--- src/sv/pid_chained_hash_map_macros.svh ---
// ----------------------------------------------------------------------------
// pid_chained_hash_map assertion macros
// Shorthand for the concurrent checks used in the hash map RTL.
// ----------------------------------------------------------------------------
`ifndef PID_CHAINED_HASH_MAP_MACROS_SVH
`define PID_CHAINED_HASH_MAP_MACROS_SVH

// Same-cycle implication, disabled while reset is asserted.
`define PHM_ASSERT_IMPL(lbl, clk, rstn, ante, cons, msg) \
    lbl: assert property (@(posedge clk) disable iff (!rstn) (ante) |-> (cons)) \
        else $error(msg);

// Next-cycle implication, disabled while reset is asserted.
`define PHM_ASSERT_NEXT(lbl, clk, rstn, ante, cons, msg) \
    lbl: assert property (@(posedge clk) disable iff (!rstn) (ante) |=> (cons)) \
        else $error(msg);

`endif

--- src/sv/phm_head_mem.sv ---
// ----------------------------------------------------------------------------
// phm_head_mem
// Bucket head store: one write port, one read port with registered data.
// ----------------------------------------------------------------------------
`default_nettype none

module phm_head_mem #(
    parameter int DEPTH = 256,
    parameter int AW    = 8,
    parameter int DW    = 9
) (
    input  wire logic           i_clk,
    input  wire logic           i_we,
    input  wire logic [AW-1:0]  i_waddr,
    input  wire logic [DW-1:0]  i_wdata,
    input  wire logic [AW-1:0]  i_raddr,
    output logic [DW-1:0]       o_rdata
);

    logic [DW-1:0] r_mem [DEPTH];
    logic [DW-1:0] r_rdata;

    always_ff @(posedge i_clk) begin
        if (i_we) begin
            r_mem[i_waddr] <= i_wdata;
        end
        r_rdata <= r_mem[i_raddr];
    end

    assign o_rdata = r_rdata;

endmodule

`default_nettype wire

--- config.mk ---
export PLATFORM = sky130hd
export DESIGN_NAME = phm_head_mem
export DESIGN_NICKNAME = d
export VERILOG_FILES = /design/src/sv/pid_chained_hash_map_macros.svh /design/src/sv/phm_head_mem.sv
export SDC_FILE = /design/constraint.sdc
export NUM_CORES = 2
export LEC_CHECK = 0
export BUFFER_PORTS_ARGS = -buffer_cell sky130_fd_sc_hd__buf_2
export CAP_MARGIN = 20
export CELL_PAD_IN_SITES_DETAIL_PLACEMENT = 1
export CELL_PAD_IN_SITES_GLOBAL_PLACEMENT = 2
export CORE_UTILIZATION = 50
export CTS_BUF_LIST = sky130_fd_sc_hd__clkbuf_4 sky130_fd_sc_hd__clkbuf_8
export CTS_CLUSTER_SIZE = 40
export DETAILED_ROUTE_END_ITERATION = 10
export PLACE_DENSITY = 0.9
export SLEW_MARGIN = 30
export SYNTH_ARGS = -nofsm -noshare
export SYNTH_HDL_FRONTEND = slang
export SYNTH_SLANG_ARGS = --single-unit
--- constraint.sdc ---
create_clock -name i_clk -period 2.3 [get_ports i_clk]
set_input_delay 0.23 -clock i_clk [delete_from_list [all_inputs] [get_ports i_clk]]
set_output_delay 0.23 -clock i_clk [all_outputs]
set_load 0.02 [all_outputs]
==> impl_metrics.env <==
export IMPL_tritoncts="done"
export IMPL_syn_instance_count=4237
export IMPL_async_reset_ff_share_pct=0
export IMPL_slowest_stage="a21oi_1"
export IMPL_fin_area_um2=106000
export IMPL_rows=154
export IMPL_max_freq_mhz=410
export IMPL_dpl_cell_area_um2=98500
export IMPL_power_leakage_nw=34.8
export IMPL_worst_slack_ps=-137
export IMPL_clk_latency_ps=1160
export IMPL_p_clk_share_pct=41.2
export IMPL_critPathMaxStageDelay_ps=710
export IMPL_worstPathCellList="mux2i_1 > o22ai_1 > nor3_1 > a21oi_1 > a211oi_2 > buf_4 > nor4_1"
export IMPL_dp_final_hpwl_mm=172
export IMPL_yosysWarningCount=0
export IMPL_p_switching_mw=22.4
export IMPL_slew_viol_final=0
export IMPL_track_usage_pct=36.0
export IMPL_slew_headroom_pct=30.6
export IMPL_first_pass_iters=8
export IMPL_grt_ovfl_total=0
export IMPL_violations="negative setup slack"
export IMPL_maxCapViolations=0
export IMPL_outcome="finished with violations"
export IMPL_die_y_um=425
export IMPL_synth_seq_cells=2313
export IMPL_synth_top_area_share_pct=77.5
export IMPL_worstSetupEndpointType="register"
export IMPL_drt_iter0_drc=10400
export IMPL_grt_max_degree=113
export IMPL_max_vdd_ir_drop_mv=0.894
export IMPL_synth_commonest_cells="2304 x edfxtp_1, 467 x mux4_2, 305 x nor2_1"
export IMPL_clockBufferDepth=4
export IMPL_crit_family="compound AO/OA/AOI/OAI gates"
export IMPL_netlist_area_um2=89300
export IMPL_synth_cell_type_count=57
export IMPL_tightest_slew_ps=1040
export IMPL_fin_cells=7830
export IMPL_fillers=14900
export IMPL_gp_congestion=0.876
export IMPL_syn_nets=4264
export IMPL_dpl_worst_slack_ps=-1100
export IMPL_routedWlPerCell_um=41.5
export IMPL_post_cts_buffers=0
export IMPL_yosysSeqAreaShare_pct=77.7
export IMPL_synth_top_cells_by_area="edfxtp_1 77%, mux4_2 12%, mux2i_1 2.0%"
export IMPL_cts_clk_slew_worst_paths_ps=80
export IMPL_initial_utilization_pct=50.5
export IMPL_antenna_found_initial=15
export IMPL_arrival_ps=3470
export IMPL_portBuffers=35
export IMPL_power_frac_seq_pct=52.3
export IMPL_p_total_mw=89.0
export IMPL_finalClockSkew_ps=148
export IMPL_die_w_um=425
export IMPL_internal_power_mw=66.6
export IMPL_synth_most_common_cell="edfxtp_1"
export IMPL_vias=55700
export IMPL_cp_required_ps=3340
export IMPL_ant_nets=0
export IMPL_route_detailed_drc=0
export IMPL_synth_edf_count=2304
export IMPL_utilization_pct=60.0
export IMPL_grt_pass1_vias=56600
export IMPL_finalSetupViolations=8
export IMPL_cp_max_fo=1
export IMPL_drive_gt1_share_pct=35.9
export IMPL_grt_first_pass_wirelength_mm=452
export IMPL_place_inst=7177
export IMPL_die_area_um2=180000
export IMPL_hold_path_class="in2reg"
export IMPL_crit_path_start_kind="register"
export IMPL_drt_vias_per_instance=7.12
export IMPL_yosysTopAreaCell="edfxtp_1"
export IMPL_clock_sinks=2313
export IMPL_rsz0062_at_grt="true"
export IMPL_numCtsBuffers=366
export IMPL_cp_num_buf_inv=1
export IMPL_totalWireLength_mm=325
export IMPL_cts_root_buf="clkbuf_8"
export IMPL_area_growth_pct=18.7
export IMPL_synth_main_ff_cell="edfxtp_1"
export IMPL_pwr_share_comb_pct=6.5
export IMPL_path_class="reg2reg"
export IMPL_pwr_density_cell_nw_per_um2=839
export IMPL_avgSynthCellArea_um2=21.1
export IMPL_period_minus_slack_ps=2440
export IMPL_fin_crit_sh_pct=106
export IMPL_switching_share_pct=25.2
export IMPL_finalHoldViolCount=0
export IMPL_ioPinCount=36
export IMPL_cts_max_level=5
export IMPL_core_area_um2=177000
export IMPL_nets=5251
-- metal layers --
layer	global-route usage (%)	part of all wire, %
met5	0	0.030
met4	21.8	7.5
met3	9.64	13
met2	56.0	46
met1	45.4	33
-- layout make-up --
cell class	count	area [um2]	area share, %
Sequential cell	2313	69400	65.4
Multi-Input combinational cell	1663	18900	17.8
Timing Repair Buffer	878	7950	7.50
Clock buffer	471	5880	5.55
Tap cell	2340	2930	2.76
Clock inverter	154	982	0.927
Antenna cell	9	22.5	0.0212
Inverter	2	7.51	0.00708
-- flip-flops by register name, indices dropped and copies added (netlist names) --
register and count:
o_rdata 9, r_mem 2304
-- worst register-to-register path, stage by stage (launching register included) --
cell      delay, ps
edfxtp_1        400
mux2i_1         110
o22ai_1         350
nor3_1          120
a21oi_1         710
a211oi_2        110
buf_4           200
nor4_1          350
-- repair_timing --
action | CTS | global route
endpoints found under the setup margin | 9 | 9
resized for setup | 39 | 45
cloned | 0 | 0
pin swaps | 9 | 15
hold buffers | 19 | 0
hold endpoints to repair | 1598 | 0
-- cell families after synthesis --
group                  synth area share [%]
AOI/OAI and AO/OA                      3.75
buffers and inverters                  1.75
DFF                                    77.7
muxes                                  14.3
and+or+nand+nor                        2.50
-- power by group through the flow --
stage	combinational, mW	clock [mW]	sequential [mW]
finish	5.79	36.6	46.6
global route	5.80	37.7	46.5
CTS	5.42	35.4	46.6
detailed placement	5.14	0	47.5
global placement	4.85	0	47.5
floorplan	2.21	0	47.4
-- stage by stage --
step,hold WS [ps],TNS (ps)
floorplan,329,0
global placement,690,-6290
detailed placement,705,-7070
CTS,59.1,-9.22
global route,132,-258
finish,130,-367
-- layout by cell type, fill, tap and decap left out, types with 9 or more instances in the layout --
cell type,instances
buf_2,23
nor2b_1,24
buf_4,720
a21oi_1,87
diode_2,9
o22ai_1,64
buf_12,103
clkbuf_8,384
nand4_1,11
nor2_1,303
mux4_2,467
clkbuf_4,96
nand2b_1,9
a21oi_2,9
a22oi_1,156
nand2_1,40
o221ai_1,35
nand3_1,31
nor3_1,18
edfxtp_1,2304
bufinv_16,12
o21ai_0,27
a22oi_2,18
mux2_2,21
dlygate4sd3_1,19
mux4_1,9
a211oi_1,17
nor4_1,16
dfxtp_1,9
a31oi_1,9
mux2i_1,177
clkinv_1,91
clkinv_2,44
-- worst paths after layout --
check,endpoint,slack (ps),cells past startpoint,start
worst min-delay path,r_mem[217][6],130,2,i_wdata[6]
worst max-delay path,o_rdata[5],-140,7,r_mem[189][5]
worst min register to register,o_rdata[6],1210,5,r_mem[39][6]
worst max register to register,o_rdata[5],-140,7,r_mem[189][5]
Power figures use the tool's default switching activity.
