[src/sv/pid_chained_hash_map_macros.svh]
// ----------------------------------------------------------------------------
// pid_chained_hash_map assertion macros
// Shorthand for the concurrent checks used in the hash map RTL.
// ----------------------------------------------------------------------------
`ifndef PID_CHAINED_HASH_MAP_MACROS_SVH
`define PID_CHAINED_HASH_MAP_MACROS_SVH

// Same-cycle implication, disabled while reset is asserted.
`define PHM_ASSERT_IMPL(lbl, clk, rstn, ante, cons, msg) \
    lbl: assert property (@(posedge clk) disable iff (!rstn) (ante) |-> (cons)) \
        else $error(msg);

// Next-cycle implication, disabled while reset is asserted.
`define PHM_ASSERT_NEXT(lbl, clk, rstn, ante, cons, msg) \
    lbl: assert property (@(posedge clk) disable iff (!rstn) (ante) |=> (cons)) \
        else $error(msg);

`endif

[src/sv/phm_pkg.sv]
// ----------------------------------------------------------------------------
// phm_pkg
// Shared field widths, codes and types of the process-id hash map.
// ----------------------------------------------------------------------------
`default_nettype none

package phm_pkg;

    localparam int KIND_W   = 2;
    localparam int KEY_W    = 23;
    localparam int VALUE_W  = 8;
    localparam int STATUS_W = 2;
    localparam int HASH_W   = 32;

    localparam logic [HASH_W-1:0] HASH_MULT = 32'd2654435761;

    typedef enum logic [KIND_W-1:0] {
        KIND_LOOKUP = 2'd0,
        KIND_INSERT = 2'd1,
        KIND_REMOVE = 2'd2,
        KIND_CLEAR  = 2'd3
    } t_kind;

    typedef enum logic [STATUS_W-1:0] {
        ST_OK   = 2'd0,
        ST_MISS = 2'd1,
        ST_FULL = 2'd2
    } t_status;

    typedef enum logic [2:0] {
        S_CLEAR,
        S_IDLE,
        S_HASH,
        S_LINK,
        S_WALK,
        S_RESP
    } t_state;

    // Write enables of the entry pool: key, value and link together, or link alone.
    typedef struct packed {
        logic fields;
        logic link;
    } t_pool_we;

endpackage

`default_nettype wire

[src/sv/phm_hash.sv]
// ----------------------------------------------------------------------------
// phm_hash
// Multiplicative hash followed by the remainder by the bucket count, worked out
// by reciprocal multiplication on one shared multiplier.
// ----------------------------------------------------------------------------
`default_nettype none

module phm_hash #(
    parameter int BUCKETS = 256,
    parameter int BW      = 8
) (
    input  wire logic                       i_clk,
    input  wire logic                       i_rst_n,
    input  wire logic                       i_start,
    input  wire logic [phm_pkg::KEY_W-1:0]  i_key,
    output logic                            o_done,
    output logic [BW-1:0]                   o_bucket
);
    import phm_pkg::*;

    localparam int HW2 = 2 * HASH_W;

    // floor(2^32 / BUCKETS): the quotient estimate it gives is the true
    // quotient or one below it, so one compare and subtract finishes the job.
    localparam logic [HASH_W-1:0] RECIP   = HASH_W'((64'd1 << HASH_W) / 64'(BUCKETS));
    localparam logic [HASH_W-1:0] DIVISOR = HASH_W'(BUCKETS);

    localparam logic [1:0] STEP_QUOT = 2'd0;
    localparam logic [1:0] STEP_REM  = 2'd1;

    logic              r_busy;
    logic              r_done;
    logic [1:0]        r_step;
    logic [HASH_W-1:0] r_prod;
    logic [HASH_W-1:0] r_quot;
    logic [HASH_W-1:0] r_rem;

    logic [HASH_W-1:0] w_mul_a;
    logic [HASH_W-1:0] w_mul_b;
    logic [HW2-1:0]    w_mul;

    // Operand selection of the shared multiplier: key times the hash constant
    // at start, product times the reciprocal next, then quotient times buckets.
    always_comb begin
        w_mul_a = r_prod;
        w_mul_b = RECIP;
        if (i_start) begin
            w_mul_a = HASH_W'(i_key);
            w_mul_b = HASH_MULT;
        end else if (r_step == STEP_REM) begin
            w_mul_a = r_quot;
            w_mul_b = DIVISOR;
        end
    end

    assign w_mul = HW2'(w_mul_a) * HW2'(w_mul_b);

    always_ff @(posedge i_clk) begin
        if (!i_rst_n) begin
            r_busy <= 1'b0;
            r_done <= 1'b0;
            r_step <= STEP_QUOT;
        end else begin
            r_done <= 1'b0;
            if (i_start) begin
                r_busy <= 1'b1;
                r_step <= STEP_QUOT;
                r_prod <= w_mul[HASH_W-1:0];
            end else if (r_busy) begin
                r_step <= r_step + 2'd1;
                case (r_step)
                    STEP_QUOT: begin
                        r_quot <= w_mul[HW2-1:HASH_W];
                    end
                    STEP_REM: begin
                        r_rem <= r_prod - w_mul[HASH_W-1:0];
                    end
                    default: begin
                        if (r_rem >= DIVISOR) begin
                            r_rem <= r_rem - DIVISOR;
                        end
                        r_busy <= 1'b0;
                        r_done <= 1'b1;
                    end
                endcase
            end
        end
    end

    assign o_done   = r_done;
    assign o_bucket = r_rem[BW-1:0];

endmodule

`default_nettype wire

[config.mk]
export PLATFORM = sky130hd
export DESIGN_NAME = phm_hash
export DESIGN_NICKNAME = d
export VERILOG_FILES = /design/src/sv/pid_chained_hash_map_macros.svh /design/src/sv/phm_pkg.sv /design/src/sv/phm_hash.sv
export SDC_FILE = /design/constraint.sdc
export NUM_CORES = 1
export LEC_CHECK = 0
export BUFFER_PORTS_ARGS = -buffer_cell sky130_fd_sc_hd__buf_2
export CELL_PAD_IN_SITES_DETAIL_PLACEMENT = 0
export CELL_PAD_IN_SITES_GLOBAL_PLACEMENT = 2
export CORE_MARGIN = 5
export CORE_UTILIZATION = 45
export CTS_CLUSTER_SIZE = 20
export DETAILED_ROUTE_END_ITERATION = 8
export HOLD_SLACK_MARGIN = 0.15
export PLACE_DENSITY_LB_ADDON = 0.12
export SYNTH_ARGS = -nofsm -noshare
export SYNTH_HDL_FRONTEND = slang
export SYNTH_SLANG_ARGS = --single-unit
[constraint.sdc]
create_clock -name i_clk -period 18.75 [get_ports i_clk]
set_clock_uncertainty 0.15 [all_clocks]
set_input_delay 1.875 -clock i_clk [delete_from_list [all_inputs] [get_ports i_clk]]
set_output_delay 1.875 -clock i_clk [all_outputs]
set_load 0.005 [all_outputs]
==> impl_metrics.py <==
metrics = {
    "synthesis": {
        "synth_ff_type": "edfxtp_1",
        "yosysUniqueCellTypes": 87,
        "ys_warn_count": 0,
        "syn_area_sq_mm": 0.0252,
        "synth_area_leaders": "fa_1 (37%), ha_1 (20%), edfxtp_1 (11%), inv_1 (10%), xnor2_1 (2.1%)",
        "yosys_register_bits": 100,
        "ys_seq_area_frac": 0.118,
        "syn_avg_cell_area_sq_um": 10.0,
        "synth_top_area_frac": 0.368,
        "netlist_instances": 2512,
        "async_flop_share": 0,
        "synth_edf_count": 96,
        "yosys.area.top_type": "fa_1",
    },
    "hold_path": {
        "hp-class": "flop to flop",
    },
    "timing": {
        "period_share": 0.609,
        "hold_violations": 0,
        "fin_crit_ns": 11.43,
        "rsz0062_at_grt": "false",
        "setup_viol": 0,
        "slew_headroom": 0.257,
        "hold-worst-slack_ns": 0.390,
        "worst_pin_slew_ns": 1.10,
        "fmax_ghz": 0.0875,
        "finalSetupTns_ns": 0,
        "drv_slew": 0,
    },
    "worst_setup_path": {
        "crit_required_ns": 18.73,
        "critPathMaxFanout": 20,
        "ff2ff_path_depth": 35,
        "cp_slowest_cell": "and2_1",
        "critPathCapture": "r_rem[30]$_DFFE_PP_",
        "cp.buffers_inverters": 9,
        "worstPathArrival_ns": 11.40,
        "critPathMaxStageDelay_ns": 0.90,
        "r2r_end": "r_rem[30]$_DFFE_PP_",
        "worstSetupPathType": "primary input to flop",
        "setup.worst_path.start_class": "primary input",
        "path_depth": 33,
        "ff2ff_setup_slack_ns": 9.61,
        "endpoint_kind": "flop",
        "cp-startpoint": "i_start",
        "cp_top_family": "adder cells",
        "timing.rr.start": "r_step[1]$_SDFFE_PP0P_",
    },
    "global_route": {
        "grt_pass1_wl_mm": 117,
        "gr-usage-met3": 0.0335,
        "grt_util_met2": 0.443,
        "antenna_found_initial": 1,
        "grt.busiest_layer": "met2",
        "grt_pass1_vias": 19200,
        "grt_overflow": 0,
        "grtUsageTotal": 0.258,
        "use_met1": 0.343,
        "grt_max_degree": 51,
    },
    "cells_and_area": {
        "final_common_cell": "inv_1",
        "antenna_cells": 0,
        "nets": 3526,
        "layout-drive-gt1-share": 0.0375,
        "synthToLayoutAreaGrowth_pct": 6.83,
        "layout_common_cells": "inv_1 (681), fa_1 (462), ha_1 (400)",
        "fin_util": 0.487,
        "fillCellCount": 5313,
    },
    "clock_network": {
        "path_clk_slew_ns": 0.07,
        "cts_buffers": 9,
        "cts.sinks": 100,
        "cts_tree": "done",
        "cts_resized": 0,
        "cts.htree.levels": 3,
        "cts_buffer_depth": 2,
        "clk_latency_ns": 0.39,
        "hold_buffers": 0,
        "cts_root_buf": "clkbuf_16",
        "post_cts_buffers": 0,
    },
    "placement": {
        "gp_congestion": 0.961,
        "io_buffer_count": 34,
        "dp_hpwl_mm": 67.0,
    },
    "floorplanning": {
        "start_util": 0.456,
        "die_h_um": 246,
        "dieArea_sq_mm": 0.0608,
        "core_sq_mm": 0.0552,
        "die_w_um": 246,
        "ioPinCount": 35,
        "fp-row-count": 86,
    },
    "routing": {
        "drtAntennaViolNets": 0,
        "num_vias": 17200,
        "firstDrtPassIters": 5,
        "wl_mm": 75.2,
        "route.detailed.drc": 0,
        "drt-vias-per-instance": 5.06,
        "first_iter_violations": 894,
        "routedWlPerCell_um": 22.2,
    },
    "flow_run": {
        "max_cap_violations": 0,
    },
    "status": {
        "outcome": "completed",
    },
}
cells in the mapped netlist, types with 4 or more instances:
cell type / count
a211o_1: 4
dfxtp_1: 4
and2_1: 57
o21a_1: 12
nor3_1: 28
fa_1: 462
and4_1: 6
a21o_1: 62
a21oi_1: 105
mux2i_1: 4
o21ai_0: 43
ha_1: 401
a211oi_1: 11
and3_1: 20
edfxtp_1: 96
or2_2: 4
nand2b_1: 14
o2111ai_1: 4
or4_1: 5
nand4_1: 12
o211ai_1: 7
nor2b_1: 11
nor4_1: 7
a31oi_1: 9
o21ai_1: 5
o21bai_1: 13
xor2_1: 37
nand3_1: 19
a41oi_1: 4
o31ai_1: 5
nor2_1: 72
xnor2_1: 61
nand2_1: 99
buf_4: 9
inv_1: 681
clkbuf_1: 43
how the worst min path moves through the flow:
stage,to,startpoint,slack (ns),cells after the start
after floorplan,r_step[1]$_SDFFE_PP0P_,r_step[1]$_SDFFE_PP0P_,0.33,2
after global placement,r_step[1]$_SDFFE_PP0P_,r_step[1]$_SDFFE_PP0P_,0.35,2
after detailed placement,o_done$_SDFF_PP0_,r_busy$_SDFF_PN0_,0.37,2
after CTS,o_done$_SDFF_PP0_,r_busy$_SDFF_PN0_,0.38,2
after global routing,r_step[1]$_SDFFE_PP0P_,r_step[1]$_SDFFE_PP0P_,0.43,2
final,o_done$_SDFF_PP0_,r_busy$_SDFF_PN0_,0.39,2
state kept, by name, summed over array words and instances (netlist names):
name	cells
r_busy	1
r_rem	32
r_step	2
r_quot	32
o_done	1
r_prod	32
per-layer routing:
| layer | vias up | part of all wire |
|---|---|---|
| met3 | 80 | 0.037 |
| met2 | 308 | 0.49 |
| li1 | 8084 | - |
| met1 | 8690 | 0.44 |
| met5 | - | 0 |
| met4 | 0 | 0.035 |
logic make-up after synthesis:
logic type | count (synthesis) | synth area share
adder cells (fa/ha/maj) | 864 | 0.567
buffers and inverters | 738 | 0.112
AND/OR/NAND/NOR | 369 | 0.0745
AO/OA/AOI/OAI | 334 | 0.0910
flip-flops | 100 | 0.118
XOR/XNOR | 99 | 0.0350
multiplexers | 6 | 0.00249
other | 2 | 0.000298
per-stage QoR:
step	std cells	cell area (sq um)	setup slack, ns
after floorplan	2632	25600	8.44
after global placement	3374	26600	6.79
after detailed placement	3374	26600	6.90
after CTS	3390	26900	7.30
after global routing	3390	26900	6.73
final	3390	26900	7.32
worst register-to-register path, delay by kind of cell, from the launching register on:
| family | cells | cell delay, ns |
|---|---|---|
| adders and majority gates | 10 | 4.42 |
| xor gates and xnor gates | 1 | 0.20 |
| buffers and inverters | 9 | 0.76 |
| and+or+nand+nor | 8 | 1.58 |
| AOI/OAI and AO/OA | 7 | 1.42 |
| DFF | 1 | 0.36 |
cell type report:
cell class	instances	area, sq um	area share
multi-input cells	1794	19900	0.738
flip-flops and latches	100	2960	0.110
inverters	682	2560	0.0952
well taps	748	936	0.0348
repair buffers	50	290	0.0108
clock buffers	9	225	0.00838
clock inverters	7	57.6	0.00214
Power is not shown: default switching activity piles up to over one toggle a cycle in this logic, so the estimate is an artifact.
